--- config.mk ---
export PLATFORM = sky130hd
export DESIGN_NAME = link_login_keepalive_fsm_core
export DESIGN_NICKNAME = d
export VERILOG_FILES = /design/src/sv/llkf_pkg.sv /design/src/sv/llkf_step.sv /design/src/sv/llkf_res_buf.sv /design/src/sv/link_login_keepalive_fsm_core.sv
export SDC_FILE = /design/constraint.sdc
export NUM_CORES = 1
export LEC_CHECK = 0
export ABC_AREA = 1
export BUFFER_PORTS_ARGS = -buffer_cell sky130_fd_sc_hd__buf_2
export CAP_MARGIN = 10
export CORE_ASPECT_RATIO = 1.5
export CORE_MARGIN = 5
export CORE_UTILIZATION = 30
export DETAILED_ROUTE_END_ITERATION = 12
export SETUP_SLACK_MARGIN = 0.05
export SLEW_MARGIN = 20
export SYNTH_ARGS = -nofsm -noshare
export SYNTH_HDL_FRONTEND = slang
export SYNTH_HIERARCHICAL = 1
export SYNTH_SLANG_ARGS = --single-unit
--- constraint.sdc ---
create_clock -name clk_i -period 10.2 [get_ports clk_i]
set_input_delay 0.51 -clock clk_i [delete_from_list [all_inputs] [get_ports clk_i]]
set_output_delay 0.51 -clock clk_i [all_outputs]
set_load 0.01 [all_outputs]
--- src/sv/llkf_pkg.sv ---
// Shared types, constants and helper functions of the link login and keepalive controller.
package llkf_pkg;

  // Field widths.
  localparam int TIMER_BITS = 17;
  localparam int PERIOD_W   = 17;
  localparam int TICK_W     = 16;
  localparam int SALT_W     = 32;
  localparam int CFG_IDX_W  = 2;

  // Results per input item and the width of a result count.
  localparam int MAX_RES = 3;
  localparam int CNT_W   = 2;

  // Timer arithmetic widths.
  localparam int CMP_W = (TIMER_BITS > PERIOD_W) ? TIMER_BITS : PERIOD_W;
  localparam int SUM_W = ((CMP_W > TICK_W) ? CMP_W : TICK_W) + 1;

  localparam logic [TIMER_BITS-1:0] TIMER_MAX = '1;
  localparam logic [TIMER_BITS-1:0] TIMER_ONE = TIMER_BITS'(1);

  // Register reset values.
  localparam logic [PERIOD_W-1:0] RETRY_PERIOD_RST   = PERIOD_W'(10 * 1000);
  localparam logic [PERIOD_W-1:0] TIMEOUT_PERIOD_RST = PERIOD_W'(60 * 1000);

  typedef enum logic [CFG_IDX_W-1:0] {
    CFG_RX_ENABLED      = 2'd0,
    CFG_OPTIONS_PRESENT = 2'd1,
    CFG_RETRY_PERIOD    = 2'd2,
    CFG_TIMEOUT_PERIOD  = 2'd3
  } cfg_idx_e;

  typedef enum logic [1:0] {
    MODE_STEP   = 2'd0,
    MODE_OPEN   = 2'd1,
    MODE_CLOSE  = 2'd2,
    MODE_BEACON = 2'd3
  } mode_e;

  typedef enum logic [2:0] {
    PKT_DATA     = 3'd0,
    PKT_NAK      = 3'd1,
    PKT_ACK      = 3'd2,
    PKT_MST_CLOSE = 3'd3,
    PKT_PONG     = 3'd4,
    PKT_BEACON   = 3'd5,
    PKT_UNKNOWN  = 3'd6
  } pkt_kind_e;

  typedef enum logic [2:0] {
    ST_CONNECT = 3'd0,
    ST_LOGIN   = 3'd1,
    ST_AUTH    = 3'd2,
    ST_CONFIG  = 3'd3,
    ST_OPTIONS = 3'd4,
    ST_RUNNING = 3'd5
  } link_state_e;

  typedef enum logic [2:0] {
    SND_NONE    = 3'd0,
    SND_LOGIN   = 3'd1,
    SND_AUTH    = 3'd2,
    SND_CONFIG  = 3'd3,
    SND_OPTIONS = 3'd4,
    SND_PING    = 3'd5,
    SND_NOTICE  = 3'd6
  } send_kind_e;

  typedef enum logic [1:0] {
    SOCK_NONE  = 2'd0,
    SOCK_OPEN  = 2'd1,
    SOCK_CLOSE = 2'd2
  } sock_act_e;

  // Input item payload.
  typedef struct packed {
    logic [1:0]        mode;
    logic [TICK_W-1:0] tick_ms;
    logic              packet_present;
    logic              from_master;
    logic [2:0]        packet_kind;
    logic [SALT_W-1:0] salt_word;
    logic              read_failed;
    logic              socket_open_ok;
    logic              send_ok;
  } in_item_t;

  // Result item payload.
  typedef struct packed {
    logic [2:0]        send_kind;
    logic [1:0]        socket_action;
    logic              enqueue_data;
    logic              beacon_flag;
    logic [2:0]        link_state;
    logic [SALT_W-1:0] auth_salt;
    logic              last;
  } out_item_t;

  // Configuration registers.
  typedef struct packed {
    logic                rx_enabled;
    logic                options_present;
    logic [PERIOD_W-1:0] retry_period;
    logic [PERIOD_W-1:0] timeout_period;
  } cfg_t;

  // Link controller state.
  typedef struct packed {
    link_state_e           link;
    logic [TIMER_BITS-1:0] retry_el;
    logic                  retry_run;
    logic [TIMER_BITS-1:0] to_el;
    logic                  to_run;
    logic                  beacon;
    logic [SALT_W-1:0]     salt;
  } state_t;

  // Ordered list of send and socket actions of one item.
  typedef struct packed {
    logic [CNT_W-1:0]          cnt;
    logic [MAX_RES-1:0][2:0]   snd;
    logic [MAX_RES-1:0][1:0]   sck;
  } res_list_t;

  // Working context while one item is processed.
  typedef struct packed {
    state_t    st;
    res_list_t lst;
  } ctx_t;

  // Complete result set of one item, handed to the result buffer.
  typedef struct packed {
    res_list_t         lst;
    logic              enq;
    logic              bflag;
    logic [2:0]        link;
    logic [SALT_W-1:0] salt;
  } res_set_t;

  // Advance a running timer with a nonzero period by the step time, saturating at the top value.
  function automatic logic [TIMER_BITS-1:0] timer_clock(
    input logic [TIMER_BITS-1:0] e,
    input logic                  run,
    input logic [PERIOD_W-1:0]   period,
    input logic [TICK_W-1:0]     ms
  );
    logic [SUM_W-1:0] sum;
    sum = SUM_W'(e) + SUM_W'(ms);
    timer_clock = e;
    if (run && (period != '0)) begin
      timer_clock = (sum > SUM_W'(TIMER_MAX)) ? TIMER_MAX : sum[TIMER_BITS-1:0];
    end
  endfunction

  // A timer has expired when it runs, has a period and has reached it.
  function automatic logic timer_expired(
    input logic [TIMER_BITS-1:0] e,
    input logic                  run,
    input logic [PERIOD_W-1:0]   period
  );
    timer_expired = run && (period != '0) && (CMP_W'(e) >= CMP_W'(period));
  endfunction

  // Append a new entry if there is room.
  function automatic res_list_t new_res(
    input res_list_t  l,
    input logic [2:0] s,
    input logic [1:0] a
  );
    new_res = l;
    if (l.cnt < CNT_W'(MAX_RES)) begin
      new_res.snd[l.cnt] = s;
      new_res.sck[l.cnt] = a;
      new_res.cnt        = l.cnt + CNT_W'(1);
    end
  endfunction

  // A packet fills an empty entry or opens a new one.
  function automatic res_list_t push_send(
    input res_list_t  l,
    input logic [2:0] k
  );
    logic [CNT_W-1:0] lix;
    lix = l.cnt - CNT_W'(1);
    if ((l.cnt != '0) && (l.snd[lix] == SND_NONE) && (l.sck[lix] == SOCK_NONE)) begin
      push_send          = l;
      push_send.snd[lix] = k;
    end else begin
      push_send = new_res(l, k, SOCK_NONE);
    end
  endfunction

  // A socket action follows the last packet; a repeated close is merged.
  function automatic res_list_t push_sock(
    input res_list_t  l,
    input logic [1:0] a
  );
    logic [CNT_W-1:0] lix;
    lix       = l.cnt - CNT_W'(1);
    push_sock = l;
    if ((l.cnt != '0) && (l.sck[lix] == SOCK_NONE)) begin
      push_sock.sck[lix] = a;
    end else if ((l.cnt != '0) && (a == SOCK_CLOSE) && (l.sck[lix] == SOCK_CLOSE)) begin
      push_sock = l;
    end else begin
      push_sock = new_res(l, SND_NONE, a);
    end
  endfunction

  // Back to connect: watchdog stopped, retry timer restarted.
  function automatic ctx_t link_open(input ctx_t c);
    link_open              = c;
    link_open.st.link      = ST_CONNECT;
    link_open.st.to_el     = '0;
    link_open.st.to_run    = 1'b0;
    link_open.st.retry_el  = TIMER_ONE;
    link_open.st.retry_run = 1'b1;
  endfunction

  // Send a packet; a failed write closes the socket and reconnects.
  function automatic ctx_t send_pkt(
    input ctx_t       c,
    input logic [2:0] k,
    input logic       ok
  );
    send_pkt     = c;
    send_pkt.lst = push_send(c.lst, k);
    if (!ok) begin
      send_pkt.lst = push_sock(send_pkt.lst, SOCK_CLOSE);
      send_pkt     = link_open(send_pkt);
    end
  endfunction

  // Close the link: notice when running, close the socket, stop both timers.
  function automatic ctx_t link_close(
    input ctx_t c,
    input logic ok
  );
    link_close = c;
    if (c.st.link == ST_RUNNING) begin
      link_close = send_pkt(link_close, SND_NOTICE, ok);
    end
    link_close.lst          = push_sock(link_close.lst, SOCK_CLOSE);
    link_close.st.retry_el  = '0;
    link_close.st.retry_run = 1'b0;
    link_close.st.to_el     = '0;
    link_close.st.to_run    = 1'b0;
  endfunction

  // Restart the watchdog and the retry timer.
  function automatic ctx_t restart_both(input ctx_t c);
    restart_both              = c;
    restart_both.st.to_el     = TIMER_ONE;
    restart_both.st.to_run    = 1'b1;
    restart_both.st.retry_el  = TIMER_ONE;
    restart_both.st.retry_run = 1'b1;
  endfunction

  // Packet resent or ping sent when the retry timer expires in a state.
  function automatic logic [2:0] retry_pkt(input link_state_e s);
    unique case (s)
      ST_LOGIN:   retry_pkt = SND_LOGIN;
      ST_AUTH:    retry_pkt = SND_AUTH;
      ST_CONFIG:  retry_pkt = SND_CONFIG;
      ST_OPTIONS: retry_pkt = SND_OPTIONS;
      ST_RUNNING: retry_pkt = SND_PING;
      default:    retry_pkt = SND_NONE;
    endcase
  endfunction

endpackage

--- src/sv/llkf_step.sv ---
// Combinational event processing: next link state and the result set of one item.
module llkf_step (
  input  llkf_pkg::in_item_t item_i,
  input  llkf_pkg::state_t   state_i,
  input  llkf_pkg::cfg_t     cfg_i,
  output llkf_pkg::state_t   state_o,
  output llkf_pkg::res_set_t res_o
);

  always_comb begin
    llkf_pkg::ctx_t c;
    logic           done;
    logic           enq;
    logic           bflag;
    logic           ok;

    c.st  = state_i;
    c.lst = '0;
    done  = 1'b0;
    enq   = 1'b0;
    ok    = item_i.send_ok;
    bflag = state_i.beacon;

    unique case (llkf_pkg::mode_e'(item_i.mode))
      llkf_pkg::MODE_STEP: begin
        if (c.st.link == llkf_pkg::ST_CONNECT) begin
          // Waiting for connect: the retry timer paces socket open attempts.
          c.st.retry_el = llkf_pkg::timer_clock(c.st.retry_el, c.st.retry_run,
                                                cfg_i.retry_period, item_i.tick_ms);
          if (llkf_pkg::timer_expired(c.st.retry_el, c.st.retry_run, cfg_i.retry_period)) begin
            c.lst = llkf_pkg::push_sock(c.lst, llkf_pkg::SOCK_OPEN);
            if (item_i.socket_open_ok) begin
              c = llkf_pkg::send_pkt(c, llkf_pkg::SND_LOGIN, ok);
              if (ok) begin
                c.st.link      = llkf_pkg::ST_LOGIN;
                c.st.to_el     = llkf_pkg::TIMER_ONE;
                c.st.to_run    = 1'b1;
                c.st.retry_el  = llkf_pkg::TIMER_ONE;
                c.st.retry_run = 1'b1;
              end
            end else begin
              c.st.retry_el  = llkf_pkg::TIMER_ONE;
              c.st.retry_run = 1'b1;
            end
          end
        end else if (item_i.read_failed) begin
          // A socket read error forces a reconnect.
          c = llkf_pkg::link_open(llkf_pkg::link_close(c, ok));
        end else begin
          // Received packet handling; only packets from the master count.
          if (item_i.packet_present && item_i.from_master) begin
            unique case (item_i.packet_kind)
              llkf_pkg::PKT_DATA: begin
                enq = cfg_i.rx_enabled;
              end
              llkf_pkg::PKT_NAK: begin
                if (c.st.link == llkf_pkg::ST_RUNNING) begin
                  c.st.link = llkf_pkg::ST_LOGIN;
                  c         = llkf_pkg::restart_both(c);
                end else begin
                  c    = llkf_pkg::link_open(llkf_pkg::link_close(c, ok));
                  done = 1'b1;
                end
              end
              llkf_pkg::PKT_ACK: begin
                unique case (c.st.link)
                  llkf_pkg::ST_LOGIN: begin
                    c.st.salt = item_i.salt_word;
                    c         = llkf_pkg::send_pkt(c, llkf_pkg::SND_AUTH, ok);
                    c.st.link = llkf_pkg::ST_AUTH;
                    c         = llkf_pkg::restart_both(c);
                  end
                  llkf_pkg::ST_AUTH: begin
                    c         = llkf_pkg::send_pkt(c, llkf_pkg::SND_CONFIG, ok);
                    c.st.link = llkf_pkg::ST_CONFIG;
                    c         = llkf_pkg::restart_both(c);
                  end
                  llkf_pkg::ST_CONFIG: begin
                    if (cfg_i.options_present) begin
                      c         = llkf_pkg::send_pkt(c, llkf_pkg::SND_OPTIONS, ok);
                      c.st.link = llkf_pkg::ST_OPTIONS;
                    end else begin
                      c.st.link = llkf_pkg::ST_RUNNING;
                    end
                    c = llkf_pkg::restart_both(c);
                  end
                  llkf_pkg::ST_OPTIONS: begin
                    c.st.link = llkf_pkg::ST_RUNNING;
                    c         = llkf_pkg::restart_both(c);
                  end
                  default: begin
                  end
                endcase
              end
              llkf_pkg::PKT_MST_CLOSE: begin
                c = llkf_pkg::link_open(llkf_pkg::link_close(c, ok));
              end
              llkf_pkg::PKT_PONG: begin
                c.st.to_el  = llkf_pkg::TIMER_ONE;
                c.st.to_run = 1'b1;
              end
              llkf_pkg::PKT_BEACON: begin
                c.st.beacon = 1'b1;
              end
              default: begin
              end
            endcase
          end

          if (!done) begin
            // Retry timer: resend the pending login packet or ping.
            c.st.retry_el = llkf_pkg::timer_clock(c.st.retry_el, c.st.retry_run,
                                                  cfg_i.retry_period, item_i.tick_ms);
            if (llkf_pkg::timer_expired(c.st.retry_el, c.st.retry_run,
                                        cfg_i.retry_period)) begin
              if (llkf_pkg::retry_pkt(c.st.link) != llkf_pkg::SND_NONE) begin
                c = llkf_pkg::send_pkt(c, llkf_pkg::retry_pkt(c.st.link), ok);
              end
              c.st.retry_el  = llkf_pkg::TIMER_ONE;
              c.st.retry_run = 1'b1;
            end

            // Watchdog: no acknowledgement in time restarts the link.
            c.st.to_el = llkf_pkg::timer_clock(c.st.to_el, c.st.to_run,
                                               cfg_i.timeout_period, item_i.tick_ms);
            if (llkf_pkg::timer_expired(c.st.to_el, c.st.to_run, cfg_i.timeout_period)) begin
              c = llkf_pkg::link_open(llkf_pkg::link_close(c, ok));
            end
          end
        end
        bflag = c.st.beacon;
      end
      llkf_pkg::MODE_OPEN: begin
        c     = llkf_pkg::link_open(c);
        bflag = c.st.beacon;
      end
      llkf_pkg::MODE_CLOSE: begin
        c     = llkf_pkg::link_close(c, ok);
        bflag = c.st.beacon;
      end
      llkf_pkg::MODE_BEACON: begin
        // Report the flag as it was, then clear it.
        bflag       = state_i.beacon;
        c.st.beacon = 1'b0;
      end
      default: begin
      end
    endcase

    // An item with no action still produces one empty result.
    if (c.lst.cnt == '0) begin
      c.lst = llkf_pkg::new_res(c.lst, llkf_pkg::SND_NONE, llkf_pkg::SOCK_NONE);
    end

    state_o     = c.st;
    res_o.lst   = c.lst;
    res_o.enq   = enq;
    res_o.bflag = bflag;
    res_o.link  = c.st.link;
    res_o.salt  = c.st.salt;
  end

endmodule

--- src/sv/llkf_res_buf.sv ---
// Result register that holds one item's result set and hands it out one transfer at a time.
module llkf_res_buf (
  input  logic                clk_i,
  input  logic                rst_ni,
  input  logic                load_i,
  input  llkf_pkg::res_set_t  res_i,
  output logic                free_o,
  output logic                out_valid_o,
  input  logic                out_stall_i,
  output llkf_pkg::out_item_t out_item_o
);

  logic                       valid_q;
  logic [llkf_pkg::CNT_W-1:0] idx_q;
  llkf_pkg::res_set_t         res_q;
  logic                       take;
  logic                       is_last;

  // Output transfer bookkeeping.
  assign is_last     = (idx_q == (res_q.lst.cnt - llkf_pkg::CNT_W'(1)));
  assign out_valid_o = valid_q;
  assign take        = valid_q && !out_stall_i;
  assign free_o      = !valid_q || (take && is_last);

  // Current result item.
  always_comb begin
    out_item_o.send_kind     = res_q.lst.snd[idx_q];
    out_item_o.socket_action = res_q.lst.sck[idx_q];
    out_item_o.enqueue_data  = res_q.enq;
    out_item_o.beacon_flag   = res_q.bflag;
    out_item_o.link_state    = res_q.link;
    out_item_o.auth_salt     = res_q.salt;
    out_item_o.last          = is_last;
  end

  // Control: load a new set, step through it, empty after the last transfer.
  always_ff @(posedge clk_i or negedge rst_ni) begin
    if (!rst_ni) begin
      valid_q <= 1'b0;
      idx_q   <= '0;
    end else if (load_i) begin
      valid_q <= 1'b1;
      idx_q   <= '0;
    end else if (take && is_last) begin
      valid_q <= 1'b0;
    end else if (take) begin
      idx_q <= idx_q + llkf_pkg::CNT_W'(1);
    end
  end

  // Payload.
  always_ff @(posedge clk_i) begin
    if (load_i) begin
      res_q <= res_i;
    end
  end

endmodule

--- src/sv/link_login_keepalive_fsm_core.sv ---
// Top level of the link login and keepalive controller: input register, state, configuration.
// Each event enters an input register, is processed combinationally against the link state
// and lands in a result register. An event that yields one result sustains one event per
// clock while the output does not stall; an event that yields n results (at most three)
// holds the result register for n output transfers, and the input register accepts the next
// event while those wait. Configuration writes are always ready and must only be issued while
// the block is idle.
module link_login_keepalive_fsm_core (
  input  logic                           clk_i,
  input  logic                           rst_ni,
  input  logic                           in_valid_i,
  output logic                           in_stall_o,
  input  llkf_pkg::in_item_t             in_item_i,
  output logic                           out_valid_o,
  input  logic                           out_stall_i,
  output llkf_pkg::out_item_t            out_item_o,
  input  logic                           cfg_valid_i,
  output logic                           cfg_ready_o,
  input  logic [llkf_pkg::CFG_IDX_W-1:0] cfg_index_i,
  input  logic [llkf_pkg::PERIOD_W-1:0]  cfg_data_i
);

  logic               s1_valid_q;
  llkf_pkg::in_item_t s1_item_q;
  llkf_pkg::state_t   state_q;
  llkf_pkg::state_t   state_d;
  llkf_pkg::cfg_t     cfg_q;
  llkf_pkg::res_set_t res_set;
  logic               buf_free;
  logic               s2_load;
  logic               in_take;

  // Input handshake: the input register moves on when the result register can load.
  assign s2_load     = s1_valid_q && buf_free;
  assign in_stall_o  = s1_valid_q && !buf_free;
  assign in_take     = in_valid_i && !in_stall_o;
  assign cfg_ready_o = 1'b1;

  // Input register control.
  always_ff @(posedge clk_i or negedge rst_ni) begin
    if (!rst_ni) begin
      s1_valid_q <= 1'b0;
    end else if (in_take) begin
      s1_valid_q <= 1'b1;
    end else if (s2_load) begin
      s1_valid_q <= 1'b0;
    end
  end

  // Input register payload.
  always_ff @(posedge clk_i) begin
    if (in_take) begin
      s1_item_q <= in_item_i;
    end
  end

  // Event processing.
  llkf_step u_step (
    .item_i  (s1_item_q),
    .state_i (state_q),
    .cfg_i   (cfg_q),
    .state_o (state_d),
    .res_o   (res_set)
  );

  // Link state is committed when the event moves into the result register.
  always_ff @(posedge clk_i or negedge rst_ni) begin
    if (!rst_ni) begin
      state_q.link      <= llkf_pkg::ST_CONNECT;
      state_q.retry_el  <= '0;
      state_q.retry_run <= 1'b0;
      state_q.to_el     <= '0;
      state_q.to_run    <= 1'b0;
      state_q.beacon    <= 1'b0;
      state_q.salt      <= '0;
    end else if (s2_load) begin
      state_q <= state_d;
    end
  end

  // Configuration register writes.
  always_ff @(posedge clk_i or negedge rst_ni) begin
    if (!rst_ni) begin
      cfg_q.rx_enabled      <= 1'b0;
      cfg_q.options_present <= 1'b0;
      cfg_q.retry_period    <= llkf_pkg::RETRY_PERIOD_RST;
      cfg_q.timeout_period  <= llkf_pkg::TIMEOUT_PERIOD_RST;
    end else if (cfg_valid_i && cfg_ready_o) begin
      unique case (llkf_pkg::cfg_idx_e'(cfg_index_i))
        llkf_pkg::CFG_RX_ENABLED:      cfg_q.rx_enabled      <= cfg_data_i[0];
        llkf_pkg::CFG_OPTIONS_PRESENT: cfg_q.options_present <= cfg_data_i[0];
        llkf_pkg::CFG_RETRY_PERIOD:    cfg_q.retry_period    <= cfg_data_i;
        llkf_pkg::CFG_TIMEOUT_PERIOD:  cfg_q.timeout_period  <= cfg_data_i;
        default: begin
        end
      endcase
    end
  end

  // Result register and output sequencing.
  llkf_res_buf u_res_buf (
    .clk_i       (clk_i),
    .rst_ni      (rst_ni),
    .load_i      (s2_load),
    .res_i       (res_set),
    .free_o      (buf_free),
    .out_valid_o (out_valid_o),
    .out_stall_i (out_stall_i),
    .out_item_o  (out_item_o)
  );

endmodule
Yosys cells after proc, flatten, opt, wreduce, memory -nomap -nowiden
Cells that the tools add are included.
Widths: inputs -> output; s select.
{ "word_totals": {"elab_cells": 868, "reg_bits": 224, "output_inout_bits": 46} }
{ "op_classes": {"reduce_logical": 146, "eq_ne": 40, "mux": 375, "magnitude_cmp": 95, "bitwise_logic": 138, "n_addsub": 40} }
{ "op_table": {"columns": ["op", "n"], "rows": [
  ["$mux 17", 116],
  ["$mux 89", 20],
  ["$mux 50", 19],
  ["$pmux 89 s4", 1],
  ["$mux 11", 14],
  ["$pmux 49 s3", 1],
  ["$and 9x9->9", 15],
  ["$not 9->9", 15],
  ["$demux 2 s2", 32],
  ["$demux 3 s2", 21],
  ["$pmux 39 s3", 1],
  ["$mux 3", 37],
  ["$lt 2x3->1 const B", 36],
  ["$mux 2", 53],
  ["$pmux 49 s2", 1],
  ["$and 3x3->3", 30],
  ["$not 3->3", 30],
  ["$or 3x3->3", 30],
  ["$mux 87", 1],
  ["$mux 6", 14],
  ["$logic_and 1x1->1", 81],
  ["$bmux 2 s2", 18],
  ["$pmux 18 s4", 1],
  ["$ge 2x1->1 const B", 35],
  ["40 further kinds", 212]
]} }

Longest topological paths before layout
Gate-level depths: netlist of run 1.
{ "depth": {"ltp_word": 137, "ltp_mapped": 82} }

By module
The synthesis of run 1 kept the hierarchy.
{ "modules_own_cells": {"columns": ["mod", "seq_area_each_um2", "area_per_inst_um2", "cells_per_inst", "instances"], "rows": [
  ["llkf_step", 0.0, 8633.3, 1589, 1],
  ["link_login_keepalive_fsm_core", 4484.3, 6010.8, 535, 1],
  ["llkf_res_buf", 1696.6, 2237.1, 144, 1]
]} }

Worst setup path after synthesis of run 1
OpenSTA, ideal clock, no wires.
{ "synth_path": {"path_type": "register -> register", "startpoint": "register state_q[69] (netlist name)", "endpoint": "register state_q[70] (netlist name)", "path_slack_ns": -0.042, "t_required_ns": 10.132, "arrival_ns": 10.174, "n_path_buf": 6, "path_stages_with_launch": 77, "path_cell_list": "dfrtp_1 > buf_4 > nor2_1 > nand2_1 > nand2_1 > inv_2 > nand3_2 > nand2_4 > clkinv_1 > clkbuf_1 > nor2_1 > ha_1 > a21o_1 > a21oi_1 > o21ai_0 > nand3_1 > nand2_1 > a21oi_1 > [41 not listed] > inv_1 > ha_1 > nand2_1 > o21ai_0 > a221oi_1 > o21a_1 > o21ai_0 > a21oi_1 > nor3_1 > a2111o_1 > nand2_1 > buf_2 > buf_1 > nand2_1 > o21ai_0 > buf_4 > nand2_1 > nand2_1"} }
{ "synth_lines": {"columns": ["element", "line_no", "rtl"], "rows": [
  ["from (decl)", "link_login_keepalive_fsm_core.sv:25", "llkf_pkg::state_t state_q;"],
  ["from (signal assigned)", "link_login_keepalive_fsm_core.sv:77", "state_q <= state_d;"]
]} }

==> results.txt, run 1 <==
The run finished with clean final reports. The detail-routed via count per cell is between 5 and 6. The delay of the slowest critical-path stage came out at around 430 ps. Including well taps, the total number of placed cells is 3048.

The routability-driven placement congestion ratio is 0.968. The sum of net half-perimeters after detailed placement is 40.4 mm. Across the run, the number of max-cap violations was 0. The first detailed-routing pass ran for 6 iterations.

The mean instance size in the synthesized netlist came out at between 7 and 8 sq um. The biggest fanout along the worst timing path came out at 6. The total negative slack for setup checks came out at 0 ps. The number of warnings printed during yosys synthesis came out at 6. The global routing usage summed across all routing layers came out at 16.6%. The count of different cell masters after synthesis came out at 66. The number of buffers on the longest clock path came out at 3. The largest net degree at the start of global routing came out at 74. After clock tree synthesis, the clock-pin slew on the worst setup and hold paths is 60 ps. The total of flip-flops plus latches after synthesis is approximately 220. The startpoint type of the worst setup path is a register. The final cycle utilization of the critical path is a little over nine tenths.

The number of antenna cells inserted came out at 0. The number of buffers created by CTS came out at 28. The share of final-layout standard cells stronger than drive strength 1 is between 20% and 30%. After detailed routing, the total wire length is 53.9 mm. ~130 I/O pins were placed. The cell type with the highest occurrence count on the critical path is sky130_fd_sc_hd__nand2_1.

The later pin in the worst-skew pair is clocked with a latency of ~580 ps. In this run the tool buffered the top-level ports with ~130 buffer cells. After the first detailed-routing iteration, the DRC count stood at 925. The number of antenna violations at the first check in global routing is 0. Synthesis handed over a netlist of ~2300 instances.

For the worst setup path, the data required time is 10520 ps. The reg-to-reg setup timing slack is 260 ps. The floorplan step set the die height to 301 um. The buffer cell driving the clock tree root is sky130_fd_sc_hd__clkbuf_16.

The routed layout has 15719 vias. The total number of clock tree sinks came out at between 200 and 250. The count of final hold-check violations was 0. The path type of the worst min-delay path is in2reg.

The share of the Yosys chip area taken by registers is between 30% and 40%. The worst setup path is captured at a register. The async set-or-reset flop fraction in the synthesized netlist is approximately 50%. The top achievable clock speed came out at between 100 and 150 MHz.

The number of nets in the final layout came out at between 2000 and 3000. The die area is about 60000 sq um. CTS built an H-tree with a depth of 1. The critical path arrival came out at 10260 ps. The floorplan step set the die width to about 200 um. The area growth from synthesis to layout is 19.7%.

The summed area of non-filler cells in the final layout came out at between 20000 and 25000 sq um. After detailed placement, the total cell area comes to between 15000 and 20000 sq um. The maximum vdd drop is ~0.00015 V. After the flow finishes, the layout carries non-filler instances totaling around 3100.

The power per standard cell area is 246 nW/um^2. The clock skew after layout is roughly 26 ps. The total count of max-transition violations in the final report is 0.

The number of global-route vias before repair is approximately 16000. The tightest hold margin is between 100 and 150 ps. The actual transition at the worst max-transition pin is around 1200 ps. The shortest period the worst path allows is between 9000 and 10000 ps. The worst pin sits at a relative slew slack of 16.5%. The largest individual stage delay along the critical path comes from the cell sky130_fd_sc_hd__dfrtp_2. The combined area of all synthesized cells came out at between 15000 and 20000 sq um. Setup repair after global routing could not meet its margin everywhere.

The core region is 55700 sq um. The number of setup violations in the final report is 0. The initial standard-cell utilization of the core is a little under a third. The routed wirelength normalized by instance count is about 17 um. The residual overflow from global routing is 0.

In the synthesized netlist the dominant register cell turns out to be sky130_fd_sc_hd__edfxtp_1. The remaining number of nets flagged by the antenna check after routing is 0. The number of synthesized flops with an enable pin is 112. The wire length of the first global-routing pass is 82.7 mm. Summed over all cells, the static leakage comes to slightly below 0.01 uW. The clock tree from TritonCTS is done. The initialized floorplan defines ~110 standard-cell rows.

For this run, design rule violations remaining after detail routing come to 0. The critical setup path kind is reg2reg.
## routing by layer
| metal | track usage (%) | part of all wire [%] | up-vias |
|---|---|---|---|
| li1 | - | - | 7674 |
| met1 | 19.9 | 41 | 7457 |
| met2 | 30.1 | 51 | 473 |
| met3 | 2.26 | 5.2 | 115 |
| met4 | 6.22 | 3.5 | 0 |
| met5 | 0 | 0 | - |
## worst max-delay path: cells and delay by family, from the launching register on
| family | cells | cell delay, ps |
|---|---|---|
| AOI/OAI and AO/OA | 22 | 3440 |
| buffers and inverters | 16 | 1600 |
| and+or+nand+nor | 34 | 3130 |
| DFF | 1 | 430 |
| adders and majority gates | 4 | 1060 |
## path summary, 6_finish.rpt
path	start	to	cells after the start
max	state_q[70]	u_res_buf/res_q[45]	76
min	in_item_i[25]	s1_item_q[25]	1
max reg2reg	state_q[70]	u_res_buf/res_q[45]	76
min reg2reg	cfg_q[21]	cfg_q[21]	2
max in group asynchronous	rst_ni	cfg_q[10]	3
min in group asynchronous	rst_ni	state_q[14]	2
## final cells by class
type                    count  area [sq um]
clock buffers              38           768
clock inverters            14           144
fillers                  5751         35500
inverters                 311          1200
multi-input cells        1593          9320
flip-flops and latches    224          6180
well taps                 702           878
repair buffers            255          1720
## per-stage QoR
step / setup slack [ps] / util (%) / power [uW]
floorplan: 84.8 / - / 3000
global placement: 80.6 / 32.7 / 3750
detailed placement: -136 / 32.7 / 3770
CTS: 65.6 / 34.4 / 4790
global route: -337 / 36.3 / 5330
finish: 258 / 36.3 / 4980
## flip-flops by register name, indices dropped and copies added (netlist names)
name,cells
u_res_buf/out_item_o,37
u_res_buf/idx_q,2
s1_valid_q,1
u_res_buf/out_valid_o,1
cfg_q,36
u_res_buf/res_q,17
state_q,72
s1_item_q,58
## kinds of logic after synthesis
family	count (synthesis)	share of synthesized area, %
xor+xnor	36	1.87
flops	224	36.6
fa+ha+maj	134	10.1
other cells	3	0.0667
simple gates	1004	25.4
buf+inv	457	12.3
compound gates	409	13.6
mux	1	0.0593
## Yosys cell counts, drive strengths merged, types with 2 or more instances
cell type,instances,area [sq um]
o41ai,3,26.3
o211ai,5,37.5
inv,306,1150
nor2,149,587
a221oi,2,17.5
a31oi,7,43.8
xnor2,14,123
o21ai,206,1050
dfrtp,100,2500
nand3,98,543
o22ai,27,169
o31ai,2,15.0
a22oi,4,43.8
o21bai,11,82.6
or2,3,21.3
a211oi,3,27.5
dfstp,12,315
clkinv,5,23.8
edfxtp,112,3360
xor2,22,193
clkbuf,35,131
nor3,16,85.1
nand4,65,407
buf,111,776
nor4,4,25.0
ha,131,1640
nand2,663,2570
a21oi,125,663
nand3b,2,15.0
fa,3,60.1
conb,3,11.3
a21o,6,45.0
## layout by cell type, fill, tap and decap left out, types with 44 or more instances in the layout
cell type,count
sky130_fd_sc_hd__a21oi_1,88
sky130_fd_sc_hd__buf_2,125
sky130_fd_sc_hd__buf_4,116
sky130_fd_sc_hd__dfrtp_1,97
sky130_fd_sc_hd__edfxtp_1,112
sky130_fd_sc_hd__ha_1,118
sky130_fd_sc_hd__inv_1,270
sky130_fd_sc_hd__nand2_1,628
sky130_fd_sc_hd__nand3_1,84
sky130_fd_sc_hd__nand4_1,65
sky130_fd_sc_hd__nor2_1,129
sky130_fd_sc_hd__o21ai_0,142
sky130_fd_sc_hd__o21ai_1,44
## where the power goes
| part | internal [uW] | total (uW) | leakage, uW | switching (uW) |
|---|---|---|---|---|
| Clock | 560 | 976 | 0.000435 | 417 |
| Sequential | 1210 | 1370 | 0.00255 | 161 |
| Combinational | 927 | 2630 | 0.00673 | 1710 |
| Total | 2690 | 4980 | 0.00972 | 2280 |
## timing repair
item | in CTS | in global routing
gates resized for setup | 14 | 216
cloned | 0 | 3
endpoints found under the setup margin | 41 | 56
setup buffers | 0 | 33
pin swaps | 0 | 90
hold endpoints to repair | 10 | 0
hold buffers | 1 | 0
Power figures use the tool's default switching activity.
==> run 2: changes to the inputs <==
- REMOVE_ABC_BUFFERS: default -> 1
==> run 2 against run 1 <==
  * Non-clock buffer count grew 50
  * Routed wire length grew 3.5%
  * First-iteration DRC count grew 7.4%
  * Setup slack lost 83 ps
  * Sequential power is essentially flat
  * Design area grew 1.2%
  * Via count grew 1.6%
  * Core utilization grew 0.45 points
  * Fmax shrank 0.83%
  * Sequential share of layout area shrank 0.38 points
==> results.txt, run 2 (synthesis gave the netlist of run 1 again) <==
The flow ran to the end, and the final reports show no timing, DRC or antenna violations. Combinational logic burns ~55% of the power. TritonCTS built the clock tree. The violation count after the first detailed-route iteration is approximately 990. The internal power contribution came out at around 2800 uW. The count of buffers added on input and output ports is 126. TritonCTS created 25 clock buffers.

The critical path endpoint category is a register. Routability-driven placement finished with a final weighted congestion of about 0.97. The post-placement setup slack is -552 ps. Measured against its own limit, the worst slew margin works out to 21.6%.

The tightest min-delay check is of the in2reg type. Counting along the longest clock path gives a buffer depth of 3. The worst register-to-register path has a depth of between 70 and 80. The number of global-route vias before repair was ~16000. The share of final-layout standard cells stronger than drive strength 1 came out at 21.9%. In this run the horizontal extent of the chip is slightly above 200 um.

The top achievable clock speed is roughly 100 MHz. Dividing the detail-routed wire length by the instance count gives around 18 um. The clock insertion delay at the later pin of the skew report came out at about 570 ps. The wire length of the first global-routing pass came out at 83.6 mm. The shortest period the worst path allows is around 10000 ps. The maximum vdd drop came out at roughly 0.00012 V.

At the end of the flow, the number of nets in the layout was between 2000 and 3000. The total count of max-transition violations in the final report is 0. Setup violations remaining at the end of the flow were counted as 0.

The actual transition at the worst max-transition pin came out at about 1200 ps. The detail-routed via count per cell is 5.01. The deepest level of the CTS H-tree is 1.

The total wire length after detailed routing is roughly 56 mm. The count of final hold-check violations came to 0. The register bank with the most flops is state_q. Between clock sinks in the finished design, the worst skew comes to 16.8 ps. During I/O placement, the number of pins put on the boundary was 128.

The biggest fanout along the worst timing path is 5. The switching power of the nets came out at around 2300 uW. At the end of the flow the core is filled with cells to a little under two fifths. The root buffer cell chosen for the clock tree is sky130_fd_sc_hd__clkbuf_16.

The number of antenna violations at the first check in global routing came out at 4. In the routed design, unresolved DRC markers number 0. The switching power share of the total is a little under half.

The placement row count came out at roughly 110. The number of detailed-route iterations in the first pass is 6. The total number of clock tree sinks came out at about 220. Global routing consumed, over all layers together, 17.0% of the routing resources. The standard cell core area is between 50000 and 60000 sq um. The required time of the critical path is roughly 11000 ps. The layout-stage area growth over the synthesis result came out at 21.2%. The power per standard cell area is around 250 nW/um^2. The setup slack after layout came out at between 150 and 200 ps. The floorplan die height came out at approximately 300 um.

The clock share of power came out at about a fifth. The final route contains between 15000 and 20000 vias. Data on the critical path arrives at its endpoint at 10350 ps. Counting instances, the worst hold path has a depth of 1. Global routing finished with a remaining overflow of 0. Setup repair after global routing could not meet its margin everywhere. On the critical path, the stage with the largest delay is an instance of sky130_fd_sc_hd__edfxtp_1. The clock-pin slew reported for the worst setup and hold paths after clock tree synthesis came out at 70 ps.

The most common library cell in the layout ignoring fill and taps is sky130_fd_sc_hd__nand2_1. The sum of net half-perimeters after detailed placement came out at between 40 and 50 mm. The critical setup path kind is reg2reg.

The sequential group share of total power came out at between 20% and 30%. STA classifies the critical path startpoint as a register. The flip-flop count of the largest register after layout came out at 72. The worst path uses a little over nine tenths of the clock period.

The die area came out at between 60000 and 70000 sq um. The total of max-cap violations is 0. The largest net degree at the start of global routing is 71. The library cells used most frequently in the layout, excluding fill and tap cells, are 634 x sky130_fd_sc_hd__nand2_1, 274 x sky130_fd_sc_hd__inv_1, 165 x sky130_fd_sc_hd__buf_4. The delay of the slowest critical-path stage is around 440 ps. The initial standard-cell utilization of the core is 30.3%. The detail route stage leaves a number of antenna-violating nets equal to 0. The leakage power figure came out at ~0.0099 uW.
[run 2: cell count changes in the layout (fill, tap and decap cells not counted), sizes merged]
cell	before	now
bufinv	1	2
inv	306	308
buf	252	303
clkinvlp	6	5
clkbuf	40	33
clkinv	12	10
diode	0	4
[run 2: repair_timing]
action,CTS,global route
hold buffers,1,0
setup endpoints to repair,55,56
gates resized for setup,17,182
pin swaps,3,90
hold endpoints to repair,1,0
cloned,0,2
setup buffers,4,26
[run 2: path summary, 6_finish.rpt]
path                          startpoint                   to  slack (ps)
setup reg to reg           s1_item_q[36]  u_res_buf/res_q[53]         170
setup / recovery           s1_item_q[36]  u_res_buf/res_q[53]         170
hold / removal             in_item_i[28]        s1_item_q[28]         120
hold reg to reg                cfg_q[33]            cfg_q[33]         470
min in group asynchronous         rst_ni             cfg_q[3]         540
max in group asynchronous         rst_ni          state_q[70]        8230
[run 2: layer usage]
layer,vias to the layer above,track usage [%],routed length (um),part of all wire [%]
met3,163,1.92,2420,4.3
met1,7559,18.7,21100,38
met2,467,32.0,29300,52
li1,7770,-,-,-
met5,-,0,25,0.045
met4,4,8.23,3000,5.4
[run 2: area by class of cell]
type / instances / area [sq um]
clock buffer: 32 / 703
inverter: 311 / 1200
antenna: 4 / 10.0
tap: 702 / 878
multi-input combinational: 1593 / 9250
timing repair buffer: 305 / 2080
fill: 5788 / 35200
sequential: 224 / 6180
clock inverter: 14 / 161
[run 2: power groups by stage]
stage	sequential (uW)	clock, uW	combinational (uW)
after detailed placement	1380	0	2560
after global placement	1370	0	2520
after global routing	1390	1020	3100
final	1360	958	2830
after CTS	1360	993	2590
after floorplan	1360	0	1520
[run 2: through the flow]
stage	power [uW]	hold WS, ps	cell area (sq um)	instances	setup TNS [ps]
after detailed placement	3940	459	18600	3104	-15680
after global placement	3900	454	18600	3104	-5320
after CTS	4950	81.2	19600	3155	0
after global routing	5510	85.2	20500	3181	-10280
final	5150	119	20500	3185	0
after floorplan	2870	214	16000	2128	-13930
[run 2: critical path, delay by kind of cell (launching register included)]
family	cells	cell delay, ps
flip-flops	1	440
AO/OA/AOI/OAI	25	3830
adder cells (fa/ha/maj)	4	970
AND/OR/NAND/NOR	28	2750
buffers and inverters	17	1750
